## config.mk

```make
export PLATFORM = sky130hd
export DESIGN_NAME = stq_cfg
export DESIGN_NICKNAME = d
export VERILOG_FILES = /design/src/rtl/core/sorted_timer_event_queue_defines.svh /design/src/rtl/core/stq_pkg.sv /design/src/rtl/core/stq_cfg.sv
export SDC_FILE = /design/constraint.sdc
export NUM_CORES = 1
export LEC_CHECK = 0
export ABC_AREA = 1
export BUFFER_PORTS_ARGS = -buffer_cell sky130_fd_sc_hd__buf_2
export CORE_UTILIZATION = 42
export DETAILED_ROUTE_END_ITERATION = 7
export GPL_ROUTABILITY_DRIVEN = 1
export PLACE_DENSITY = 0.8
export REMOVE_ABC_BUFFERS = 1
export SLEW_MARGIN = 30
export SYNTH_ARGS = -nofsm -noshare
export SYNTH_HDL_FRONTEND = slang
export SYNTH_SLANG_ARGS = --single-unit
```

## constraint.sdc

```tcl
create_clock -name clk_i -period 1.15 [get_ports clk_i]
set_clock_uncertainty 0.2 [all_clocks]
set_input_delay 0.1725 -clock clk_i [delete_from_list [all_inputs] [get_ports clk_i]]
set_output_delay 0.1725 -clock clk_i [all_outputs]
set_load 0.01 [all_outputs]
```

## src/rtl/core/sorted_timer_event_queue_defines.svh

```systemverilog
// ----------------------------------------------------------------------------
// Sorted timer event queue: assertion macros
// Concurrent assertion helpers clocked on clk_i and held off during reset.
// ----------------------------------------------------------------------------
`ifndef SORTED_TIMER_EVENT_QUEUE_DEFINES_SVH
`define SORTED_TIMER_EVENT_QUEUE_DEFINES_SVH

`ifndef ASSERT_OFF

// Condition that holds in every cycle out of reset
`define STQ_ASSERT(lbl, cond) \
  lbl: assert property (@(posedge clk_i) disable iff (!rst_ni) (cond)) \
    else $error("sorted timer queue check failed");

// Same-cycle implication
`define STQ_ASSERT_IMPL(lbl, ante, cons) \
  lbl: assert property (@(posedge clk_i) disable iff (!rst_ni) (ante) |-> (cons)) \
    else $error("sorted timer queue check failed");

// Next-cycle implication
`define STQ_ASSERT_NEXT(lbl, ante, cons) \
  lbl: assert property (@(posedge clk_i) disable iff (!rst_ni) (ante) |=> (cons)) \
    else $error("sorted timer queue check failed");

`else

`define STQ_ASSERT(lbl, cond)
`define STQ_ASSERT_IMPL(lbl, ante, cons)
`define STQ_ASSERT_NEXT(lbl, ante, cons)

`endif

`endif

```

## src/rtl/core/stq_pkg.sv

```systemverilog
// ----------------------------------------------------------------------------
// Sorted timer event queue package
// Beat types, controller command and status groups, and shared constants.
// ----------------------------------------------------------------------------
package stq_pkg;

  // Default sizes
  localparam int unsigned QueueDepthDef = 16;
  localparam int unsigned TagBitsDef    = 8;

  // Field widths of the beats
  localparam int unsigned DlW  = 64;
  localparam int unsigned TagW = 8;
  localparam int unsigned OccW = 5;

  // Configuration port
  localparam int unsigned CfgAddrW = 3;
  localparam int unsigned CfgIdxW  = CfgAddrW - 2;
  localparam int unsigned CfgDataW = 32;
  localparam logic [CfgIdxW-1:0]  CFG_IDX_FREQ = '0;
  localparam logic [CfgDataW-1:0] FREQ_RESET   = 32'd62500000;

  // Item codes
  localparam logic MODE_INSERT = 1'b0;
  localparam logic MODE_FIRE   = 1'b1;

  typedef struct packed {
    logic            mode;
    logic [DlW-1:0]  now_count;
    logic [DlW-1:0]  timeout;
    logic            in_seconds;
    logic [TagW-1:0] event_tag;
  } in_item_t;

  typedef struct packed {
    logic [TagW-1:0] out_tag;
    logic [DlW-1:0]  out_deadline;
    logic            fired;
    logic            queue_empty;
    logic            overflow;
    logic [OccW-1:0] occupancy;
  } out_item_t;

  // Controller to datapath
  typedef struct packed {
    logic load;
    logic tick_add;
    logic mul_lo;
    logic mul_hi;
    logic mul_add;
    logic update;
  } dp_cmd_t;

  // Datapath to controller
  typedef struct packed {
    logic in_fire;
    logic in_secs;
    logic out_free;
  } dp_status_t;

endpackage

```

## src/rtl/core/stq_cfg.sv

```systemverilog
// ----------------------------------------------------------------------------
// Sorted timer event queue configuration registers
// APB-style register file holding the counter frequency.
// ----------------------------------------------------------------------------
module stq_cfg
  import stq_pkg::*;
(
  input  logic                clk_i,
  input  logic                rst_ni,
  input  logic                psel,
  input  logic                penable,
  input  logic                pwrite,
  input  logic [CfgAddrW-1:0] paddr,
  input  logic [CfgDataW-1:0] pwdata,
  output logic [CfgDataW-1:0] prdata,
  output logic                pready,
  output logic [CfgDataW-1:0] freq_o
);

  logic [CfgDataW-1:0] freq_q, freq_d;
  logic [CfgIdxW-1:0]  idx;
  logic                wr_en;

  assign idx    = paddr[CfgAddrW-1:2];
  assign wr_en  = psel && penable && pwrite && (idx == CFG_IDX_FREQ);
  assign pready = 1'b1;
  assign freq_o = freq_q;

  // Take a write on the access phase
  always_comb begin
    freq_d = freq_q;
    if (wr_en) begin
      freq_d = pwdata;
    end
  end

  always_ff @(posedge clk_i or negedge rst_ni) begin
    if (!rst_ni) begin
      freq_q <= FREQ_RESET;
    end else begin
      freq_q <= freq_d;
    end
  end

  // Read back; unmapped addresses read zero
  always_comb begin
    prdata = '0;
    if (idx == CFG_IDX_FREQ) begin
      prdata = freq_q;
    end
  end

endmodule

```

* Word-level counts from Yosys, hierarchy flattened
Cells that the tools add are included.
** Word-level totals
- Register bits after elaboration :: 32
- Bits of input ports :: 40
- Logic and storage cells :: 6
** Operators by class
- Mux-type cells :: 1
- Bitwise logic cells :: 1
- Reductions and logical operators :: 3
** Operators with widths (number)
- 32-bit 2-to-1 mux :: 1
- 1-bit logical AND :: 3
- 1-bit inverter :: 1

* Depth between registers and ports, before layout
Gate-level depths: netlist of run 1.
- Word-level depth :: 3
- Mapped depth :: 6
- Gate-level depth less buffers :: 5

* Worst setup path before layout of run 1
OpenSTA, ideal clock, no wires.
- Path kind :: register to output
- Start point :: register freq_q[10] (netlist: freq_o[10])
- End point :: output prdata[10]
- Data arrival time :: 0.743 ns
- Slack :: 0.035 ns
- Cell stages (with the launch flop) :: 3
- Path buffers :: 0
- Cell sequence :: dfstp_2 inv_1 nor2_1
** On the way
- Cells in the longest elaborated chain, start to end :: 1
** Ends and longest elaborated chain
- start, declared :: line stq_cfg.sv:20 : logic [CfgDataW-1:0] freq_q, freq_d;
- start signal, assigned :: line stq_cfg.sv:41 : freq_q <= freq_d;
- 32-bit 2-to-1 mux :: line stq_cfg.sv:48 : if (idx == CFG_IDX_FREQ) begin
- end, declared :: line stq_cfg.sv:15 : output logic [CfgDataW-1:0] prdata,
Every way passes these cells.

* Final worst setup path of run 1
- Start point :: register freq_q[16] (netlist: freq_o[16])
- End point :: output prdata[16]
The elaborated chain is that of the path after synthesis.

==> flow_summary.json, run 1 <==
{
  "synth_area_mm2": 0.001603,
  "cts-buffers-inserted": 5,
  "power_density_mw_per_mm2": 1368,
  "dp_slack_ns": 0.004186,
  "yosysUniqueCellTypes": 13,
  "synth-compound-area-share_pct": 0,
  "gr-usage-all-layers_pct": 24.13,
  "routed_wl_um": 4823,
  "syn_avg_cell_area_um2": 7.560,
  "rsz0062_at_grt": "true",
  "port_buffers": 101,
  "ys.flop_type": "dfrtp_1",
  "setup_slack_ns": -0.3392,
  "drt-initial-drc-count": 120,
  "final_core_util_pct": 76.04,
  "clock_path_buffers": 2,
  "worstPathArrival_ns": 1.12,
  "start_kind": "flop",
  "largest_reg_flops": 32,
  "vias": 1865,
  "yosysTopAreaCellShare_pct": 29.66,
  "drive_gt1_share_pct": 42.74,
  "placed_cells": 359,
  "violations": "negative setup slack",
  "cp_data_required_time_ns": 0.78,
  "synthAdderAreaFrac_pct": 0,
  "leakagePower_nw": 1.639,
  "ctsRootBufferMaster": "clkbuf_8",
  "synth.mux.area_fraction_pct": 0,
  "core-area_mm2": 0.003661,
  "worstRegToRegCells": 4,
  "hold_violations": 0,
  "nets": 404,
  "finalCritPeriodShare_pct": 129.5,
  "clock-sinks": 32,
  "drc": 0,
  "end_kind": "output port",
  "gp_congestion": 0.6662,
  "async_reset_ff_share_pct": 100.0,
  "layoutNonFillerInstCount": 413,
  "setup_viol": 64,
  "netlist_instances": 212,
  "antennaDiodeCount": 0,
  "rows": 22,
  "grt_start_max_net_pins": 33,
  "gr-total-overflow": 0,
  "area_growth_syn_to_layout_pct": 73.69,
  "ys_ff_latch": 32,
  "die_h_um": 63.78,
  "hold_depth": 5,
  "ir_drop_mv": 0.9661,
  "first_pass_iters": 4,
  "max_freq_ghz": 0.6715,
  "path_clk_slew_ns": 0.06,
  "tns_ns": -9.573,
  "antenna_found_initial": 0,
  "cts_tree": "yes",
  "synth_simple_gate_area_share_pct": 34.66,
  "antenna_left": 0,
  "vias_per_cell": 4.516,
  "r2r_slack_ns": 0.09,
  "hp-class": "in -> reg",
  "die_w_um": 63.78,
  "status": "finished, violations left",
  "synth_top_family_by_area": "simple AND/OR/NAND/NOR gates",
  "grt_pass1_vias": 1778,
  "min_period_ns": 1.489,
  "grt_pass1_wl_um": 7583,
  "dieArea_mm2": 0.004067,
  "slew_viol_final": 0,
  "synthTopCellsByCount": "65 x nand2_1, 33 x inv_1, 32 x nand3_1, 32 x nor2_1, 19 x dfrtp_1",
  "worstPathMaxFanout": 3,
  "io-pin-count": 105,
  "clock_latency_ns": 0.27,
  "start_util_pct": 43.78,
  "htreeDepth": 2,
  "dpl.hpwl_um": 2922,
  "worstSetupPathType": "reg -> out",
  "synth_most_common_cell": "nand2_1",
  "synth_top_area_cell": "dfrtp_1",
  "yosys_warnings": 0,
  "synth_edf_count": 0,
  "synth_area_leaders": "dfrtp_1 30%, dfstp_2 21%, nand2_1 15%, nand3_1 10%, inv_1 7.7%",
  "synthXorXnorAreaFrac_pct": 0,
  "drv_cap": 0,
  "ys_seq_area_share_pct": 50.98,
  "wl_per_cell_um": 11.68
}
==> routing by layer <==
metal,GRT usage (%),part of all wire [%]
met5,0,0
met4,8.523,1.5
met3,3.929,4.4
met2,46.81,55
met1,25.84,39
==> placed cells by master (no fill, tap or decap), drive strengths merged <==
cell and instances:
buf 126, dfrtp 19, dfstp 13, nor2 33, inv 34, conb 1, nand2 66, clkbuf 8
dlygate4sd3 33, nand3 32
==> worst max-delay path: stages, from the launching register on <==
cell     delay, ns
dfstp_2       0.55
inv_1         0.04
nor2_1        0.10
buf_2         0.15
==> metrics by stage <==
stage / area [um2] / total power, W / hold slack, ns
5_1_grt: 2784 / 0.004049 / 0.1424
2_1_floorplan: 1504 / 0.002062 / -0.3231
3_3_place_gp: 2185 / 0.002559 / -0.08543
3_5_place_dp: 2185 / 0.002596 / -0.09069
6_report: 2784 / 0.003807 / 0.1279
4_1_cts: 2691 / 0.003661 / 0.1294
==> area by class of cell <==
class | instances | area [um2]
clock buffer | 8 | 90.09
fill | 285 | 877.1
inverter | 34 | 127.6
multi-input combinational | 132 | 564.3
sequential | 32 | 817.0
tap | 48 | 60.06
timing repair buffer | 159 | 1125
==> report_power, final <==
part / switching [W] / internal, W / total [W] / leakage [nW]
sequential: 0.000189 / 0.00141 / 0.00159 / 0.375
clock: 0.000369 / 0.000487 / 0.000856 / 0.0455
combinational: 0.000650 / 0.000708 / 0.00136 / 1.22
total: 0.00121 / 0.00260 / 0.00381 / 1.64
==> logic make-up after synthesis <==
group,Yosys count
other,1
flip-flops,32
AND/OR/NAND/NOR,131
buffers and inverters,48
==> final timing paths <==
| kind | start | endpoint |
|---|---|---|
| hold reg to reg | freq_o[20]$_DFFE_PN1P_ | freq_o[20]$_DFFE_PN1P_ |
| min in group asynchronous | rst_ni | freq_o[14]$_DFFE_PN0P_ |
| max in group asynchronous | rst_ni | freq_o[4]$_DFFE_PN0P_ |
| hold / removal | paddr[2] | freq_o[28]$_DFFE_PN0P_ |
| setup / recovery | freq_o[16]$_DFFE_PN1P_ | prdata[16] |
| setup reg to reg | freq_o[22]$_DFFE_PN0P_ | freq_o[22]$_DFFE_PN0P_ |
==> repair_timing <==
action,4_1_cts,5_1_grt
hold buffers,33,0
setup endpoints to repair,64,64
gates resized for setup,4,17
endpoints found under the hold margin,64,0
buffers inserted,9,4
pin swaps,15,15
No activity file was read; power rests on OpenSTA's default activity.
==> run 2, diff against run 1 <==
--- a/config.mk
+++ b/config.mk
@@ -7,10 +7,10 @@
 export LEC_CHECK = 0
 export ABC_AREA = 1
 export BUFFER_PORTS_ARGS = -buffer_cell sky130_fd_sc_hd__buf_2
-export CORE_UTILIZATION = 42
+export CORE_UTILIZATION = 45
 export DETAILED_ROUTE_END_ITERATION = 7
 export GPL_ROUTABILITY_DRIVEN = 1
-export PLACE_DENSITY = 0.8
+export PLACE_DENSITY = 0.95
 export REMOVE_ABC_BUFFERS = 1
 export SLEW_MARGIN = 30
 export SYNTH_ARGS = -nofsm -noshare
==> constraint.sdc (replaced) <==
create_clock -name clk_i -period 1.9 [get_ports clk_i]
set_clock_uncertainty 0.2 [all_clocks]
set_input_delay 0.285 -clock clk_i [delete_from_list [all_inputs] [get_ports clk_i]]
set_output_delay 0.285 -clock clk_i [all_outputs]
set_load 0.01 [all_outputs]
==> run 2 against run 1 <==
  * The run now ends clean
  * Die area shrank 6.5%
  * Combinational power decreased by 51%
  * First-iteration DRC count rose by 5.8%
  * Clock power down 53%
  * Cell area fell by 10%
  * Non-clock buffer count fell by 22
  * Cell count down 5.8%
  * Total power down 47%
  * Sequential share of layout area grew 3.3 points
  * Global-route usage is 1.3 points higher
  * Critical path type unchanged
  * Critical endpoint is now prdata[10]
  * Largest cell class unchanged
==> flow_summary.json, run 2 (synthesis gave the netlist of run 1 again) <==
{
  "combPwrFrac_pct": 33.0,
  "busiest_layer": "met2",
  "drt-initial-drc-count": 127,
  "clock-sinks": 32,
  "max_freq_ghz": 0.6024,
  "hold_violations": 0,
  "worstSetupPathType": "reg -> out",
  "drive_gt1_share_pct": 36.73,
  "placed_area_mm2": 0.002115,
  "vias_per_cell": 4.617,
  "gr-total-overflow": 0,
  "io-pin-count": 105,
  "design_area_mm2": 0.002504,
  "antenna_found_initial": 0,
  "rows": 21,
  "r2r_start": "freq_o[24]$_DFFE_PN1P_",
  "grt_util_met2_pct": 47.62,
  "cts-buffers-inserted": 5,
  "swShare_pct": 33.81,
  "final_common_cell": "buf_2",
  "cts_tree": "yes",
  "clkPwrFrac_pct": 19.9,
  "clock_path_buffers": 2,
  "area_growth_syn_to_layout_pct": 56.21,
  "switching_power_w": 0.0006786,
  "drc": 0,
  "hp-class": "in -> reg",
  "clock_latency_ns": 0.32,
  "leakagePower_nw": 1.504,
  "whs_endpoint": "freq_o[13]$_DFFE_PN1P_",
  "dpl.hpwl_um": 2659,
  "first_pass_iters": 5,
  "ir_drop_mv": 0.4743,
  "grt_pass1_wl_um": 6879,
  "r2r_slack_ns": 0.96,
  "grt_pass1_vias": 1625,
  "relSlewSlack_pct": 54.41,
  "p_seq_share_pct": 47.1,
  "critPathBufInv": 2,
  "status": "completed",
  "port_buffers": 101,
  "cts_setup_buffers": 0,
  "ctsRootBufferMaster": "clkbuf_4",
  "tns_ns": 0,
  "cts_resized": 0,
  "worstPathMaxFanout": 3,
  "drv_cap": 0,
  "nets": 382,
  "worstRegToRegCells": 2,
  "setup_viol": 0,
  "rsz0062_at_grt": "false",
  "htreeDepth": 2,
  "vias": 1796,
  "cp_data_required_time_ns": 1.41,
  "power.internal_w": 0.001329,
  "gp_congestion": 0.6876,
  "max_stage_delay_ns": 0.55,
  "core-area_mm2": 0.003363,
  "routed_wl_um": 4509,
  "worstPathArrival_ns": 1.18,
  "antennaDiodeCount": 0,
  "gr-usage-met3_pct": 6.513,
  "end_kind": "output port",
  "final_cell_mix": "101 x buf_2, 65 x nand2_1, 33 x inv_1, 33 x dlygate4sd3_1",
  "cp_slowest_cell": "dfstp_2",
  "path_depth": 3,
  "placed_cells": 348,
  "hold_depth": 5,
  "power_density_mw_per_mm2": 801.7,
  "crit_family": "flip-flops",
  "finalCritPeriodShare_pct": 87.37,
  "layoutNonFillerInstCount": 389,
  "largest_reg_flops": 32,
  "die_w_um": 61.68,
  "tightest_slew_ns": 0.6838,
  "grt_start_max_net_pins": 33,
  "worstReg2RegEnd": "freq_o[24]$_DFFE_PN1P_",
  "hp-start": "psel",
  "gr-usage-all-layers_pct": 25.45,
  "dieArea_mm2": 0.003804,
  "wl_per_cell_um": 11.59,
  "min_period_ns": 1.660,
  "worstPathCellList": "inv_1, nor2_1, buf_2",
  "die_h_um": 61.68,
  "antenna_left": 0,
  "start_util_pct": 47.66,
  "start_kind": "flop",
  "use_met1_pct": 27.04,
  "final_core_util_pct": 74.44,
  "slew_viol_final": 0,
  "path_clk_slew_ns": 0.09
}
==> run 2: cell count changes in the layout (fill, tap and decap cells not counted) <==
cell	before	now
clkbuf_4	0	5
buf_2	90	101
inv_1	27	33
buf_6	13	0
buf_4	21	1
inv_2	7	1
nor2_1	30	32
clkbuf_8	6	1
nor2_2	2	0
==> run 2: power groups by stage <==
stage,Clock [W],Combinational (W),Sequential [W]
6_report,0.000399,0.000663,0.000945
5_1_grt,0.000453,0.000764,0.000965
4_1_cts,0.000412,0.000658,0.000942
3_5_place_dp,0,0.000605,0.000952
3_3_place_gp,0,0.000585,0.000947
2_1_floorplan,0,0.000237,0.00101
==> run 2: routing by layer <==
layer,part of all wire (%),vias up
met1,38,825
met5,0,-
met2,55,84
met3,5.7,7
met4,1.4,0
li1,-,880
==> run 2: layout make-up <==
cell class              count  area [um2]
flip-flops and latches     32       817.0
multi-input cells         132       559.3
repair buffers            137       883.3
fillers                   277       859.6
inverters                  34       127.6
well taps                  46       57.56
clock buffers               8       58.81
==> run 2: tightest hold or removal path, cell delays in order <==
cell and delay (ns):
buf_2 0.10, inv_1 0.13, nor2_8 0.09, nand3_1 0.07, nand2_1 0.05
==> run 2: metrics by stage <==
step                      hold WS (ns)  setup WS, ns  power, W
after CTS                       0.1887        0.2517  0.002012
after global placement          0.1569        0.2525  0.001532
final                           0.2021        0.2399  0.002007
after detailed placement        0.1671        0.2367  0.001557
after floorplan                -0.2106        0.5756  0.001248
after global routing            0.2143        0.1821  0.002183
==> run 2: worst max path at each step <==
stage | startpoint | to | slack (ns)
global placement | paddr[2] | freq_o[27]$_DFFE_PN0P_ | 0.25
floorplan | pwrite | freq_o[0]$_DFFE_PN0P_ | 0.58
CTS | freq_o[10]$_DFFE_PN1P_ | prdata[10] | 0.25
detailed placement | paddr[2] | freq_o[28]$_DFFE_PN0P_ | 0.24
global route | freq_o[25]$_DFFE_PN1P_ | prdata[25] | 0.18
finish | freq_o[10]$_DFFE_PN1P_ | prdata[10] | 0.24
==> run 2: timing repair <==
action | in CTS | in global routing
endpoints found under the hold margin | 51 | 0
setup endpoints to repair | 0 | 0
hold buffers | 33 | 0
==> run 3, diff against run 2 <==
--- a/config.mk
+++ b/config.mk
@@ -7,11 +7,11 @@
 export LEC_CHECK = 0
 export ABC_AREA = 1
 export BUFFER_PORTS_ARGS = -buffer_cell sky130_fd_sc_hd__buf_2
+export CORE_MARGIN = 3
 export CORE_UTILIZATION = 45
 export DETAILED_ROUTE_END_ITERATION = 7
 export GPL_ROUTABILITY_DRIVEN = 1
 export PLACE_DENSITY = 0.95
-export REMOVE_ABC_BUFFERS = 1
 export SLEW_MARGIN = 30
 export SYNTH_ARGS = -nofsm -noshare
 export SYNTH_HDL_FRONTEND = slang
==> run 3 against run 2 <==
  * Critical path depth stayed put
  * Total power is 0.14% lower
  * Sequential power hardly changed
  * Register-to-register slack hardly changed
  * Global-route usage is 1.8 points lower
  * Count of clock-buffer cells in the layout is 2 lower
  * Die area is 13% higher
  * First-iteration DRC count is 43% lower
  * Critical endpoint is now prdata[11]
  * Largest cell class unchanged
==> flow_summary.json, run 3 (synthesis gave the netlist of run 1 again) <==
{
  "start_kind": "flop",
  "hold_ws_ns": 0.01451,
  "start_util_pct": 47.29,
  "drt-initial-drc-count": 73,
  "tns_ns": 0,
  "final_cell_mix": "101 x buf_2, 65 x nand2_1, 33 x inv_1",
  "rows": 21,
  "die_w_um": 65.68,
  "worstPathArrival_ns": 1.18,
  "clock_latency_ns": 0.32,
  "vias": 1788,
  "largest_reg_flops": 32,
  "clock-sinks": 32,
  "drv_cap": 0,
  "vias_per_cell": 4.585,
  "worstPathMaxFanout": 3,
  "setup_viol": 0,
  "wl_per_cell_um": 12.08,
  "finalCritPeriodShare_pct": 87.77,
  "rsz0062_at_grt": "false",
  "final_common_cell": "buf_2",
  "relSlewSlack_pct": 54.62,
  "area_growth_syn_to_layout_pct": 55.11,
  "end_kind": "output port",
  "worstSetupPathType": "reg -> out",
  "dpl.hpwl_um": 2860,
  "cts_setup_buffers": 0,
  "grt_start_max_net_pins": 33,
  "power_density_mw_per_mm2": 806.2,
  "clock_path_buffers": 2,
  "status": "completed",
  "drc": 0,
  "first_pass_iters": 4,
  "antenna_left": 0,
  "gr-usage-all-layers_pct": 23.61,
  "drive_gt1_share_pct": 37.79,
  "nets": 383,
  "core-area_mm2": 0.003390,
  "max_freq_ghz": 0.5997,
  "gp_congestion": 0.7056,
  "dieArea_mm2": 0.004314,
  "die_h_um": 65.68,
  "gr-total-overflow": 0,
  "antenna_found_initial": 0,
  "path_clk_slew_ns": 0.10,
  "crit_path_start": "freq_o[11]$_DFFE_PN1P_",
  "ir_drop_mv": 0.4002,
  "cts_tree": "yes",
  "slew_viol_final": 0,
  "htreeDepth": 2,
  "hold_violations": 0,
  "ctsRootBufferMaster": "clkbuf_4",
  "antennaDiodeCount": 0,
  "port_buffers": 101,
  "routed_wl_um": 4711,
  "r2r_start": "freq_o[20]$_DFFE_PN1P_",
  "hp-class": "in -> reg",
  "grt_pass1_wl_um": 7659,
  "cts-buffers-inserted": 5,
  "r2r_slack_ns": 0.96,
  "cp_data_required_time_ns": 1.41,
  "grt_pass1_vias": 1668,
  "leakagePower_nw": 1.507,
  "syn_nets": 252,
  "tightest_slew_ns": 0.6807,
  "hp-start": "pwdata[8]",
  "min_period_ns": 1.668,
  "io-pin-count": 105
}
## run 3: layer usage
layer / up-vias / part of all wire [%] / track usage, %
met2: 71 / 55 / 44.81
met1: 817 / 36 / 24.26
met4: 0 / 2.6 / 11.14
met5: - / 0 / 0
met3: 13 / 6.2 / 4.786
li1: 887 / - / -
## run 3: repair_timing
action                                  in CTS  in global routing
gates resized for setup                      0                  0
hold endpoints to repair                    50                  0
endpoints found under the setup margin       0                  0
hold buffers                                32                  0
## run 3: report_power, final
part,switching (W),internal [W]
logic,0.000365,0.000295
registers,0.000100,0.000847
clock network,0.000221,0.000176
## run 3: final cells by class
type                    count  area, um2
well taps                  46      57.56
inverters                  34      127.6
clock buffers               6      51.30
fillers                   252      903.4
clock inverters             2      10.01
repair buffers            138      863.3
multi-input cells         132      559.3
flip-flops and latches     32      817.0
## run 3: path summary, 6_finish.rpt
check,endpoint,cells past startpoint
hold reg to reg,freq_o[25]$_DFFE_PN1P_,2
hold / removal,freq_o[8]$_DFFE_PN0P_,3
min in group asynchronous,freq_o[14]$_DFFE_PN0P_,2
max in group asynchronous,freq_o[3]$_DFFE_PN0P_,2
setup reg to reg,freq_o[20]$_DFFE_PN1P_,2
setup / recovery,prdata[11],3
## run 3: stage by stage
step           power [W]  util [%]  setup slack (ns)  std cells  area [um2]
2_1_floorplan   0.001273         -            0.6203        212        1603
3_3_place_gp    0.001534     62.09            0.3427        350        2105
3_5_place_dp    0.001559     62.09            0.3181        350        2105
4_1_cts         0.002008     73.35            0.2675        390        2486
5_1_grt         0.002160     73.35            0.1702        390        2486
6_report        0.002004     73.35            0.2324        390        2486
## run 3: critical path, cell delays in order, from the launching register on
cell and delay [ns]:
dfstp_2 0.56, inv_1 0.04, nor2_1 0.10, buf_2 0.16
