### src/rtl/core/sorted_timer_event_queue_defines.svh
// ----------------------------------------------------------------------------
// Sorted timer event queue: assertion macros
// Concurrent assertion helpers clocked on clk_i and held off during reset.
// ----------------------------------------------------------------------------
`ifndef SORTED_TIMER_EVENT_QUEUE_DEFINES_SVH
`define SORTED_TIMER_EVENT_QUEUE_DEFINES_SVH

`ifndef ASSERT_OFF

// Condition that holds in every cycle out of reset
`define STQ_ASSERT(lbl, cond) \
  lbl: assert property (@(posedge clk_i) disable iff (!rst_ni) (cond)) \
    else $error("sorted timer queue check failed");

// Same-cycle implication
`define STQ_ASSERT_IMPL(lbl, ante, cons) \
  lbl: assert property (@(posedge clk_i) disable iff (!rst_ni) (ante) |-> (cons)) \
    else $error("sorted timer queue check failed");

// Next-cycle implication
`define STQ_ASSERT_NEXT(lbl, ante, cons) \
  lbl: assert property (@(posedge clk_i) disable iff (!rst_ni) (ante) |=> (cons)) \
    else $error("sorted timer queue check failed");

`else

`define STQ_ASSERT(lbl, cond)
`define STQ_ASSERT_IMPL(lbl, ante, cons)
`define STQ_ASSERT_NEXT(lbl, ante, cons)

`endif

`endif

### src/rtl/core/stq_pkg.sv
// ----------------------------------------------------------------------------
// Sorted timer event queue package
// Beat types, controller command and status groups, and shared constants.
// ----------------------------------------------------------------------------
package stq_pkg;

  // Default sizes
  localparam int unsigned QueueDepthDef = 16;
  localparam int unsigned TagBitsDef    = 8;

  // Field widths of the beats
  localparam int unsigned DlW  = 64;
  localparam int unsigned TagW = 8;
  localparam int unsigned OccW = 5;

  // Configuration port
  localparam int unsigned CfgAddrW = 3;
  localparam int unsigned CfgIdxW  = CfgAddrW - 2;
  localparam int unsigned CfgDataW = 32;
  localparam logic [CfgIdxW-1:0]  CFG_IDX_FREQ = '0;
  localparam logic [CfgDataW-1:0] FREQ_RESET   = 32'd62500000;

  // Item codes
  localparam logic MODE_INSERT = 1'b0;
  localparam logic MODE_FIRE   = 1'b1;

  typedef struct packed {
    logic            mode;
    logic [DlW-1:0]  now_count;
    logic [DlW-1:0]  timeout;
    logic            in_seconds;
    logic [TagW-1:0] event_tag;
  } in_item_t;

  typedef struct packed {
    logic [TagW-1:0] out_tag;
    logic [DlW-1:0]  out_deadline;
    logic            fired;
    logic            queue_empty;
    logic            overflow;
    logic [OccW-1:0] occupancy;
  } out_item_t;

  // Controller to datapath
  typedef struct packed {
    logic load;
    logic tick_add;
    logic mul_lo;
    logic mul_hi;
    logic mul_add;
    logic update;
  } dp_cmd_t;

  // Datapath to controller
  typedef struct packed {
    logic in_fire;
    logic in_secs;
    logic out_free;
  } dp_status_t;

endpackage

### src/rtl/core/stq_ctrl.sv
// ----------------------------------------------------------------------------
// Sorted timer event queue controller
// Sequences deadline arithmetic and the queue update for one item at a time.
// ----------------------------------------------------------------------------
module stq_ctrl
  import stq_pkg::*;
(
  input  logic       clk_i,
  input  logic       rst_ni,
  input  logic       in_valid_i,
  output logic       in_ready_o,
  input  dp_status_t status_i,
  output dp_cmd_t    cmd_o
);

  typedef enum logic [5:0] {
    ST_IDLE     = 6'b000001,
    ST_TICK_ADD = 6'b000010,
    ST_MUL_LO   = 6'b000100,
    ST_MUL_HI   = 6'b001000,
    ST_MUL_ADD  = 6'b010000,
    ST_UPDATE   = 6'b100000
  } state_e;

  state_e state_q, state_d;

  assign in_ready_o = (state_q == ST_IDLE);

  // Next state and commands
  always_comb begin
    state_d = state_q;
    cmd_o   = '0;
    case (state_q)
      ST_IDLE: begin
        if (in_valid_i) begin
          cmd_o.load = 1'b1;
          if (status_i.in_fire) begin
            state_d = ST_UPDATE;
          end else if (status_i.in_secs) begin
            state_d = ST_MUL_LO;
          end else begin
            state_d = ST_TICK_ADD;
          end
        end
      end
      ST_TICK_ADD: begin
        cmd_o.tick_add = 1'b1;
        state_d        = ST_UPDATE;
      end
      ST_MUL_LO: begin
        cmd_o.mul_lo = 1'b1;
        state_d      = ST_MUL_HI;
      end
      ST_MUL_HI: begin
        cmd_o.mul_hi = 1'b1;
        state_d      = ST_MUL_ADD;
      end
      ST_MUL_ADD: begin
        cmd_o.mul_add = 1'b1;
        state_d       = ST_UPDATE;
      end
      ST_UPDATE: begin
        // Hold until the result register is free
        if (status_i.out_free) begin
          cmd_o.update = 1'b1;
          state_d      = ST_IDLE;
        end
      end
      default: begin
        state_d = ST_IDLE;
      end
    endcase
  end

  always_ff @(posedge clk_i or negedge rst_ni) begin
    if (!rst_ni) begin
      state_q <= ST_IDLE;
    end else begin
      state_q <= state_d;
    end
  end

endmodule

### config.mk
export PLATFORM = sky130hd
export DESIGN_NAME = stq_ctrl
export DESIGN_NICKNAME = d
export VERILOG_FILES = /design/src/rtl/core/sorted_timer_event_queue_defines.svh /design/src/rtl/core/stq_pkg.sv /design/src/rtl/core/stq_ctrl.sv
export SDC_FILE = /design/constraint.sdc
export NUM_CORES = 1
export LEC_CHECK = 0
export ABC_AREA = 1
export BUFFER_PORTS_ARGS = -buffer_cell sky130_fd_sc_hd__buf_2
export CAP_MARGIN = 5
export CELL_PAD_IN_SITES_DETAIL_PLACEMENT = 1
export CELL_PAD_IN_SITES_GLOBAL_PLACEMENT = 1
export CORE_UTILIZATION = 28
export DETAILED_ROUTE_END_ITERATION = 12
export GPL_TIMING_DRIVEN = 0
export PLACE_DENSITY = 0.79
export SETUP_SLACK_MARGIN = 0.5
export SYNTH_ARGS = -nofsm -noshare
export SYNTH_HDL_FRONTEND = slang
export SYNTH_SLANG_ARGS = --single-unit
### constraint.sdc
create_clock -name clk_i -period 1.1 [get_ports clk_i]
set_input_delay 0.22 -clock clk_i [delete_from_list [all_inputs] [get_ports clk_i]]
set_output_delay 0.22 -clock clk_i [all_outputs]
set_load 0.005 [all_outputs]
* Word-level counts from Yosys, hierarchy flattened
Cells that the tools add are included. W data, S select, Z words.
Storage, ports and cells: bits in registers 6, input bits 6, output and inout bits 7, word-level logic and storage cells 24
Cells by class: eq/ne operators 8, mux-type cells 13, reductions and logical operators 2
Operators with widths (count):
- $pmux W6 S5 | 1
- $mux W6 | 3
- $mux W1 | 8
- $eq A6 B1 Y1 const B | 1
- $eq A6 B2 Y1 const B | 1
- $eq A6 B3 Y1 const B | 1
- $eq A6 B4 Y1 const B | 1
- $eq A6 B5 Y1 const B | 1
- $eq A6 B6 Y1 const B | 1
- $ne A2 B2 Y1 const B | 2
- $mux W3 | 1
- $reduce_and A2 Y1 | 1
- $reduce_or A2 Y1 | 1

* Depth between registers and ports, before layout
Gate-level depths: netlist (run 1).
depth in word-level cells 4, mapped depth 7, depth with buffers taken out 7

* Worst setup path before layout (run 1)
OpenSTA, ideal clock, no wires.
kind register to register, start point reg state_q[0], end point reg state_q[1], setup time 86 ps, arrival 1125 ps, slack -111 ps, cell stages (with the launch flop) 6, clock period less this slack 1211 ps, path through dfstp_2 > inv_1 > nor2_2 > nand3_4 > or2_0 > nor3_1
On the way: word-level cells in the longest chain between the ends 3, elaborated cells between the ends (all ways) 11, those cells by class eq/ne (8); mux (1); reduce/logical (2)
Ends and longest elaborated chain:
- start: declaration | line stq_ctrl.sv:25 | state_e state_q, state_d;
- start signal: assignment | line stq_ctrl.sv:79 | state_q <= state_d;
- $eq A6 B5 Y1, or another cell as far along | line stq_ctrl.sv:33 | case (state_q)
- $reduce_or A2 Y1 (no source line) / $ne A2 B2 Y1 (equally long branches)
- $pmux W6 S5 / $reduce_and A2 Y1 (equally long branches)
Several ways; a longest one is shown, not always the timed one. A chain may end at the register's enable or synchronous reset.

==> results.yml, run 1 <==
clock_network:
  clock_sinks: 6
  clk_path_buf_depth: 2
  numCtsBuffers: 3
  htreeDepth: 1
  cts_tree: "built"
  cts_root_buf: "clkbuf_4"
  clkSlewWorstSetupHoldPaths_ns: 0.06
  clock_latency_ns: 0.25
final_layout:
  reg.largest.list: "state_q: 6 flops"
  syn2layout_area_growth_pct: 78.53
  top_register: "state_q"
  largest_reg_flops: 6
  drive_above_1_share_pct: 52.81
  antenna_cells: 0
  nets: 96
setup_path:
  reg2reg_slack_ns: -0.30
  r2r_cells: 6
  crit_family: "flip-flops"
  worst_ep_arrival_time_ns: 1.25
  r2r_start: "state_q[0]"
  cp_slowest_cell: "dfstp_2"
  critical_path.reg2reg.endpoint: "state_q[1]"
  crit_buf_inv: 2
  cp-end-kind: "output pin"
  cpPeakStageDelay_ns: 0.55
  crit_cells: 5
  startpoint: "state_q[0]"
  worstSetupStartpointType: "flip-flop"
  critPathKind: "flip-flop to output pin"
  required_ns: 0.88
  worstPathCellList: "inv_2 -> nor2_4 -> nand3_4 -> nor2_1 -> buf_2"
  worstSetupEndpoint: "cmd_o[5]"
  crit_fanout: 4
die:
  die_area_mm2: 0.001548
  fp.dieH_um: 39.34
  ioPinCount: 13
  start_util_pct: 30.00
  rows: 13
  die_x_um: 39.34
  core_area_mm2: 0.001301
synthesis:
  ys_seq_area_share_pct: 38.78
  syn-cell-area_um2: 390.4
  synth-edff-count: 0
  synth_top_area_share_pct: 32.05
  syn_area_per_cell_um2: 7.098
  yosys.cell_count.top_type: "inv_1"
  yosysTopAreaCell: "dfrtp_1"
  yosys_register_bits: 6
  synth_nets: 61
  ys_types: 13
  yosys-top-cells-count: "16 x inv_1, 8 x nor2_1, 7 x nand2_1, 6 x nand3_1, 5 x dfrtp_1"
  syn_inst: 55
  synthTopCellsByArea: "dfrtp_1 32%, inv_1 15%, nand3_1 7.7%, nor2_1 7.7%, dfstp_2 6.7%"
  async_flop_share_pct: 100.0
  yosysWarnings: 0
  ys.flop_type: "dfrtp_1"
sta:
  worst_pin_slew_ns: 0.2010
  hold_viol: 0
  setup_violations: 11
  fin_ws_ns: -0.3744
  post-route-period-util_pct: 134.0
  finClkSkew_ns: 0.005155
  final_max_slew_viol_count: 0
  tns_ns: -3.513
  period_minus_slack_ns: 1.474
  rsz0062_at_grt: "yes"
  timing.slew.headroom_pct: 86.57
  clock.fmax_mhz: 678.2
place:
  gp_congestion: 0.7746
  hpwl_um: 735.2
  io_buffer_count: 12
worst_hold_path:
  hp-class: "input pin to flip-flop"
grt:
  grt_max_degree: 7
  track_usage_pct: 20.10
  met2_usage_pct: 36.25
  grt-busiest-layer: "met2"
  grt_pass1_vias: 456
  gr-usage-met1_pct: 22.15
  antenna_found_initial: 0
  grt_pass1_wl_um: 1987
  overflow: 0
  met3_usage_pct: 1.705
route:
  routed_wl_um: 1292
  drt_iter0_drc: 8
  route.vias.total: 469
  ant_nets: 0
  via_per_inst: 4.510
  drc: 0
  wire_per_inst_um: 12.42
  dr.pass1.iters: 4
power:
  power_density_mw_per_mm2: 2386
  power.total_mw: 1.663
  leakagePower_nw: 0.4292
  ir_worst_vdd_v: 0.0009673
flow_run:
  cap_violations: 0
outcome:
  violations: "negative setup slack"
  status: "complete, but fails checks"
==> area by class of cell <==
type                            count  area (µm²)
Clock buffer                        4       26.28
Multi-Input combinational cell     33       221.5
Fill cell                         173       604.3
Inverter                           16       60.06
Timing Repair Buffer               30       217.7
Sequential cell                     6       152.6
Tap cell                           15       18.77
==> through the flow <==
stage	util, %	setup slack [ns]	hold WS [ns]	cell area, µm²	cells
after floorplan	-	-0.05676	-0.07559	395.4	55
after global placement	36.44	-0.2462	0.04733	474.2	82
after detailed placement	36.44	-0.2701	0.05441	474.2	82
after CTS	47.98	-0.3742	0.1274	624.3	97
after global routing	53.56	-0.4435	0.1185	696.9	104
final	53.56	-0.3744	0.1283	696.9	104
==> per-layer routing <==
layer / vias up / part of all wire [%]
li1: 236 / -
met1: 224 / 43
met2: 7 / 55
met3: 2 / 1.3
met4: 0 / 1.0
met5: - / 0
==> power breakdown <==
group | leakage [nW] | internal [mW] | switching (mW)
registers | 0.0773 | 0.291 | 0.0725
logic | 0.337 | 0.559 | 0.503
clock network | 0.0150 | 0.139 | 0.0986
total | 0.429 | 0.989 | 0.674
==> worst register-to-register path: cells and delay by family (launching register included) <==
family	cells	cell delay, ns
buffers and inverters	2	0.21
DFF	1	0.55
and+or+nand+nor	4	0.57
==> cells by family after synthesis <==
family                 Yosys count  synth area share, %
buffers and inverters           16                15.39
AND/OR/NAND/NOR                 32                44.55
flip-flops                       6                38.78
AO/OA/AOI/OAI                    1                1.281
==> how the worst min path moves through the flow <==
stage,start,to,depth (start not counted)
5_1_grt,status_i[1],state_q[1],2
3_3_place_gp,rst_ni,state_q[2],1
6_report,status_i[1],state_q[1],2
3_5_place_dp,rst_ni,state_q[2],1
4_1_cts,status_i[1],state_q[1],2
2_1_floorplan,rst_ni,state_q[1],0
==> repair_timing <==
action / 4_1_cts / 5_1_grt
setup buffers: 10 / 7
resized for setup: 11 / 2
hold endpoints to repair: 6 / 0
hold buffers: 1 / 0
setup endpoints to repair: 13 / 13
pin swaps: 8 / 4
gates cloned: 0 / 0
==> placed cells by master (no fill, tap or decap), drive strengths merged <==
| cell | Yosys | routed |
|---|---|---|
| dfstp | 1 | 1 |
| nor2 | 11 | 11 |
| clkbuf | 0 | 4 |
| nor3 | 2 | 2 |
| nand2 | 7 | 7 |
| dlygate4sd3 | 0 | 1 |
| nand4 | 4 | 4 |
| dfrtp | 5 | 5 |
| o21ai | 1 | 1 |
| nand3 | 7 | 7 |
| inv | 16 | 16 |
| or2 | 1 | 1 |
| buf | 0 | 29 |
Power figures use the tool's default switching activity.
==> inputs of run 2 (changes only) <==
Settings changed: CORE_MARGIN set to 4, RECOVER_POWER set to 50.
==> run 2 against run 1 <==
Net effect: the flow still finishes with violations (negative setup slack); via count is 2.1% higher; worst setup slack worse by 0.014 ns; fmax is 0.92% lower; combinational power hardly changed; clock skew is 0.0047 ns higher; cell count is 3.8% lower; critical endpoint is now cmd_o[4]; sequential power is 2% lower; die area is 33% higher; non-clock buffer count is 4 lower; worst hold slack worse by 0.013 ns.
==> results.yml, run 2 (synthesis results as in run 1) <==
route:
  top_layer: "met4"
  dr.pass1.iters: 4
  ant_nets: 0
  drt_iter0_drc: 9
  via_per_inst: 4.790
  wl_met2_um: 759
  routed_wl_um: 1403
  wl_met1_um: 551
  route.vias.total: 479
  drc: 0
  wl_met3_um: 50
  wire_per_inst_um: 14.03
final_layout:
  antenna_cells: 0
  syn2layout_area_growth_pct: 72.76
  reg.largest.list: "state_q: 6 flops"
  fillerInstances: 181
  stdcell_area_um2: 674.4
  nets: 92
  multi_input_area_um2: 219.0
  final_common_cell: "inv_1"
  fin_util_pct: 51.83
  top_register: "state_q"
  seqCellArea_um2: 152.6
  mostFrequentLayoutCells: "11 x inv_1, 9 x buf_2, 8 x buf_4"
  drive_above_1_share_pct: 54.12
  fin_cells: 100
  largest_reg_flops: 6
clock_network:
  cts_root_buf: "clkbuf_4"
  clkSlewWorstSetupHoldPaths_ns: 0.06
  numCtsBuffers: 3
  clk_path_buf_depth: 2
  htreeDepth: 1
  clock_latency_ns: 0.27
  clock_sinks: 6
  cts_tree: "built"
sta:
  setup_violations: 12
  period_minus_slack_ns: 1.488
  hold_viol: 0
  fin_ws_ns: -0.3880
  finClkSkew_ns: 0.009862
  clock.fmax_mhz: 672.0
  post-route-period-util_pct: 135.3
  worst_pin_slew_ns: 0.3469
  timing.slew.headroom_pct: 76.87
  rsz0062_at_grt: "yes"
  final_max_slew_viol_count: 0
flow_run:
  cap_violations: 0
power:
  power_density_mw_per_mm2: 2479
  ir_worst_vdd_v: 0.001123
  leakagePower_nw: 0.4048
  power.total_mw: 1.672
place:
  gp_congestion: 0.7404
  hpwl_um: 834.8
  io_buffer_count: 12
  dp_cells: 82
  preCtsSetupSlack_ns: -0.2567
  place_area_um2: 474.2
setup_path:
  cp-end-kind: "output pin"
  crit_fanout: 2
  worst_ep_arrival_time_ns: 1.27
  critPathKind: "flip-flop to output pin"
  required_ns: 0.88
  worstSetupStartpointType: "flip-flop"
die:
  core_area_mm2: 0.001301
  start_util_pct: 30.00
  die_area_mm2: 0.002056
  ioPinCount: 13
  fp.dieH_um: 45.34
  die_x_um: 45.34
  rows: 13
worst_hold_path:
  hp-class: "input pin to flip-flop"
grt:
  grt_pass1_wl_um: 2277
  track_usage_pct: 16.16
  grt_pass1_vias: 534
  antenna_found_initial: 0
  grt_max_degree: 7
  overflow: 0
outcome:
  violations: "negative setup slack"
  status: "complete, but fails checks"
[run 2: changes by cell type in the layout (fill, tap and decap cells not counted)]
cell and change:
buf_4 -6, buf_6 +5, inv_1 -4, inv_2 +4
buf_2 -3, buf_12 -1, clkbuf_1 +1, nand3_1 +1
nand3_2 -1, nor2_1 -1, nor2_2 +1
[run 2: through the flow]
step                hold slack, ns  TNS [ns]
finish                      0.1156    -3.556
detailed placement         0.05636    -1.914
CTS                         0.1249    -3.324
floorplan                 -0.07559   -0.1575
global route                0.1293    -4.475
global placement           0.04669    -1.735
[run 2: power breakdown]
group | internal, mW | switching (mW)
logic | 0.542 | 0.527
clock network | 0.139 | 0.108
registers | 0.290 | 0.0643
[run 2: metal layers]
metal / track usage [%] / vias up
met5: 0 / -
met1: 17.63 / 228
met4: 12.28 / 0
met3: 1.195 / 5
li1: - / 230
met2: 28.53 / 16
[run 2: timing repair]
action | in CTS | in global routing
resized for setup | 8 | 14
endpoints found under the setup margin | 13 | 13
pin swaps | 6 | 5
buffers inserted | 10 | 3
gates cloned | 0 | 0
hold buffers | 1 | 0
endpoints found under the hold margin | 6 | 0
[run 2: worst max-delay path, cell delays in order (launching register included)]
cell     delay, ns
dfstp_2       0.53
inv_2         0.05
buf_4         0.13
nand4_1       0.11
inv_1         0.06
buf_2         0.12
[run 2: path summary, 6_finish.rpt]
check                                 start          to  slack [ns]  cells past startpoint
worst max-delay path             state_q[0]    cmd_o[4]       -0.39                      5
worst min-delay path            status_i[1]  state_q[1]        0.12                      2
worst max register to register   state_q[0]  state_q[5]       -0.28                      9
worst min register to register   state_q[2]  state_q[4]        0.68                      3
max in group asynchronous            rst_ni  state_q[0]        0.43                      2
min in group asynchronous            rst_ni  state_q[2]        0.36                      2
[run 2: area by class of cell]
class	count	share of cell area (%)
Tap cell	15	2.783
Timing Repair Buffer	26	29.31
Clock buffer	4	3.896
Sequential cell	6	22.63
Inverter	16	8.905
Multi-Input combinational cell	33	32.47
==> inputs of run 3 (changes only) <==
Settings changed: REMOVE_ABC_BUFFERS set to 1, SETUP_SLACK_MARGIN 0.5 to unset.
==> run 3 against run 2 <==
Net effect: the flow still finishes with violations (negative setup slack); final area is 5.8% lower; non-clock buffer count is 2 lower; wire length is 15% lower; clock skew is 0.0097 ns higher; worst hold slack better by 0.024 ns; global-route usage is 2.8 points lower; combinational power is 9.9% lower; first-iteration DRC count is 11% lower; via count is 3.8% lower; total power is 6.1% lower.
==> results.yml, run 3 (synthesis results as in run 1) <==
outcome:
  status: "complete, but fails checks"
  violations: "negative setup slack"
clock_network:
  cts_root_buf: "clkbuf_4"
  htreeDepth: 1
  clock_latency_ns: 0.27
  clock_sinks: 6
  clk_path_buf_depth: 2
  clkSlewWorstSetupHoldPaths_ns: 0.04
  cts_tree: "built"
  numCtsBuffers: 3
route:
  drc: 0
  route.vias.total: 461
  ant_nets: 0
  wire_per_inst_um: 12.22
  via_per_inst: 4.704
  drt_iter0_drc: 8
  dr.pass1.iters: 4
  routed_wl_um: 1198
grt:
  grt_pass1_wl_um: 1856
  grt_max_degree: 9
  antenna_found_initial: 0
  grt_pass1_vias: 440
  track_usage_pct: 13.34
  overflow: 0
place:
  gp_congestion: 0.7322
  hpwl_um: 793
  io_buffer_count: 12
  place_area_um2: 469.2
setup_path:
  r2r_start: "state_q[0]"
  reg2reg_slack_ns: -0.39
  worstSetupStartpointType: "flip-flop"
  worstPathCellList: "inv_2 -> nor2_4 -> nand3_4 -> nor2_4 -> buf_2"
  crit_path_frequent_cell: "nor2_4"
  required_ns: 0.88
  crit_fanout: 4
  critPathKind: "flip-flop to output pin"
  crit_family: "flip-flops"
  cp_slowest_cell: "dfstp_2"
  crit_buf_inv: 2
  critical_path.reg2reg.endpoint: "state_q[1]"
  cpPeakStageDelay_ns: 0.56
  r2r_cells: 7
  cp-end-kind: "output pin"
  worst_ep_arrival_time_ns: 1.28
final_layout:
  nets: 90
  fin_util_pct: 48.85
  antenna_cells: 0
  largest_reg_flops: 6
  top_register: "state_q"
  syn2layout_area_growth_pct: 62.82
  mostFrequentLayoutCells: "13 x inv_1, 11 x buf_2, 10 x buf_4"
  final_common_cell: "inv_1"
  reg.largest.list: "state_q: 6 flops"
  stdcell_area_um2: 635.6
  drive_above_1_share_pct: 49.40
die:
  ioPinCount: 13
  start_util_pct: 30.00
  fp.dieH_um: 45.34
  rows: 13
  die_area_mm2: 0.002056
  die_x_um: 45.34
  core_area_mm2: 0.001301
sta:
  setup_violations: 11
  rsz0062_at_grt: "yes"
  hold_viol: 0
  post-route-period-util_pct: 136.2
  period_minus_slack_ns: 1.498
  finClkSkew_ns: 0.01961
  timing.slew.headroom_pct: 75.86
  final_max_slew_viol_count: 0
  clock.fmax_mhz: 667.6
  fin_ws_ns: -0.3979
  worst_pin_slew_ns: 0.3621
power:
  p_seq_share_pct: 23.2
  leakagePower_nw: 0.3958
  p_sw_share_pct: 41.70
  intPower_uw: 914.9
  ir_worst_vdd_v: 0.001283
  p_sw_uw: 654.3
  p_clk_share_pct: 15.4
  power_density_mw_per_mm2: 2469
  comb_power_share_pct: 61.4
worst_hold_path:
  hp-class: "input pin to flip-flop"
  min-delay-start: "status_i[1]"
  hold_depth: 2
  hold-path-endpoint: "state_q[1]"
flow_run:
  cap_violations: 0
-- run 3: changes by cell type in the layout (fill, tap and decap cells not counted) --
| cell | before | now |
|---|---|---|
| buf_6 | 7 | 1 |
| inv_2 | 5 | 3 |
| dfrtp_2 | 1 | 0 |
| inv_1 | 11 | 13 |
| nor2_2 | 1 | 0 |
| dfrtp_1 | 4 | 5 |
| buf_4 | 8 | 10 |
| nor2_4 | 4 | 5 |
| buf_2 | 9 | 11 |
-- run 3: cell type report --
| type | instances | area [µm²] |
|---|---|---|
| Clock buffer | 4 | 26.28 |
| Fill cell | 168 | 665.6 |
| Inverter | 16 | 60.06 |
| Multi-Input combinational cell | 33 | 224.0 |
| Sequential cell | 6 | 151.4 |
| Tap cell | 15 | 18.77 |
| Timing Repair Buffer | 24 | 155.1 |
-- run 3: worst max-delay path by stage --
| stage | cells past startpoint | start | to |
|---|---|---|---|
| finish | 5 | state_q[0] | cmd_o[5] |
| floorplan | 5 | state_q[0] | state_q[1] |
| detailed placement | 6 | state_q[1] | state_q[5] |
| CTS | 5 | state_q[0] | cmd_o[5] |
| global route | 4 | state_q[4] | cmd_o[4] |
| global placement | 6 | state_q[1] | state_q[5] |
-- run 3: what timing repair did --
action                     CTS  global route
hold buffers                 1             0
pin swaps                    4             5
hold endpoints to repair     6             0
resized for setup            6            10
setup endpoints to repair   11            11
buffers inserted             6             5
cloned                       0             0
-- run 3: power by group through the flow --
stage / Sequential (mW) / Clock, mW / Combinational [mW]
2_1_floorplan: 0.334 / 0 / 0.386
3_3_place_gp: 0.340 / 0 / 0.518
3_5_place_dp: 0.344 / 0 / 0.534
4_1_cts: 0.353 / 0.242 / 0.744
5_1_grt: 0.367 / 0.262 / 1.06
6_report: 0.365 / 0.241 / 0.964
-- run 3: layer usage --
| layer | share of wire (%) | track usage (%) | vias up |
|---|---|---|---|
| li1 | - | - | 226 |
| met5 | 0 | 0 | - |
| met2 | 59 | 24.86 | 10 |
| met3 | 4.1 | 4.781 | 4 |
| met4 | 2.0 | 7.018 | 0 |
| met1 | 35 | 12.41 | 221 |
-- run 3: metrics by stage --
step                      setup WS, ns  hold slack (ns)  TNS (ns)  total power, mW  instances
after floorplan                -0.1106         -0.07559   -0.4137           0.7195         55
after global placement         -0.2310          0.04772    -1.812           0.8573         82
after detailed placement       -0.2206          0.05304    -1.838           0.8787         82
after CTS                      -0.3796           0.1397    -3.440            1.339         93
after global routing           -0.4646           0.1413    -4.581            1.693         98
final                          -0.3979           0.1392    -3.875            1.569         98
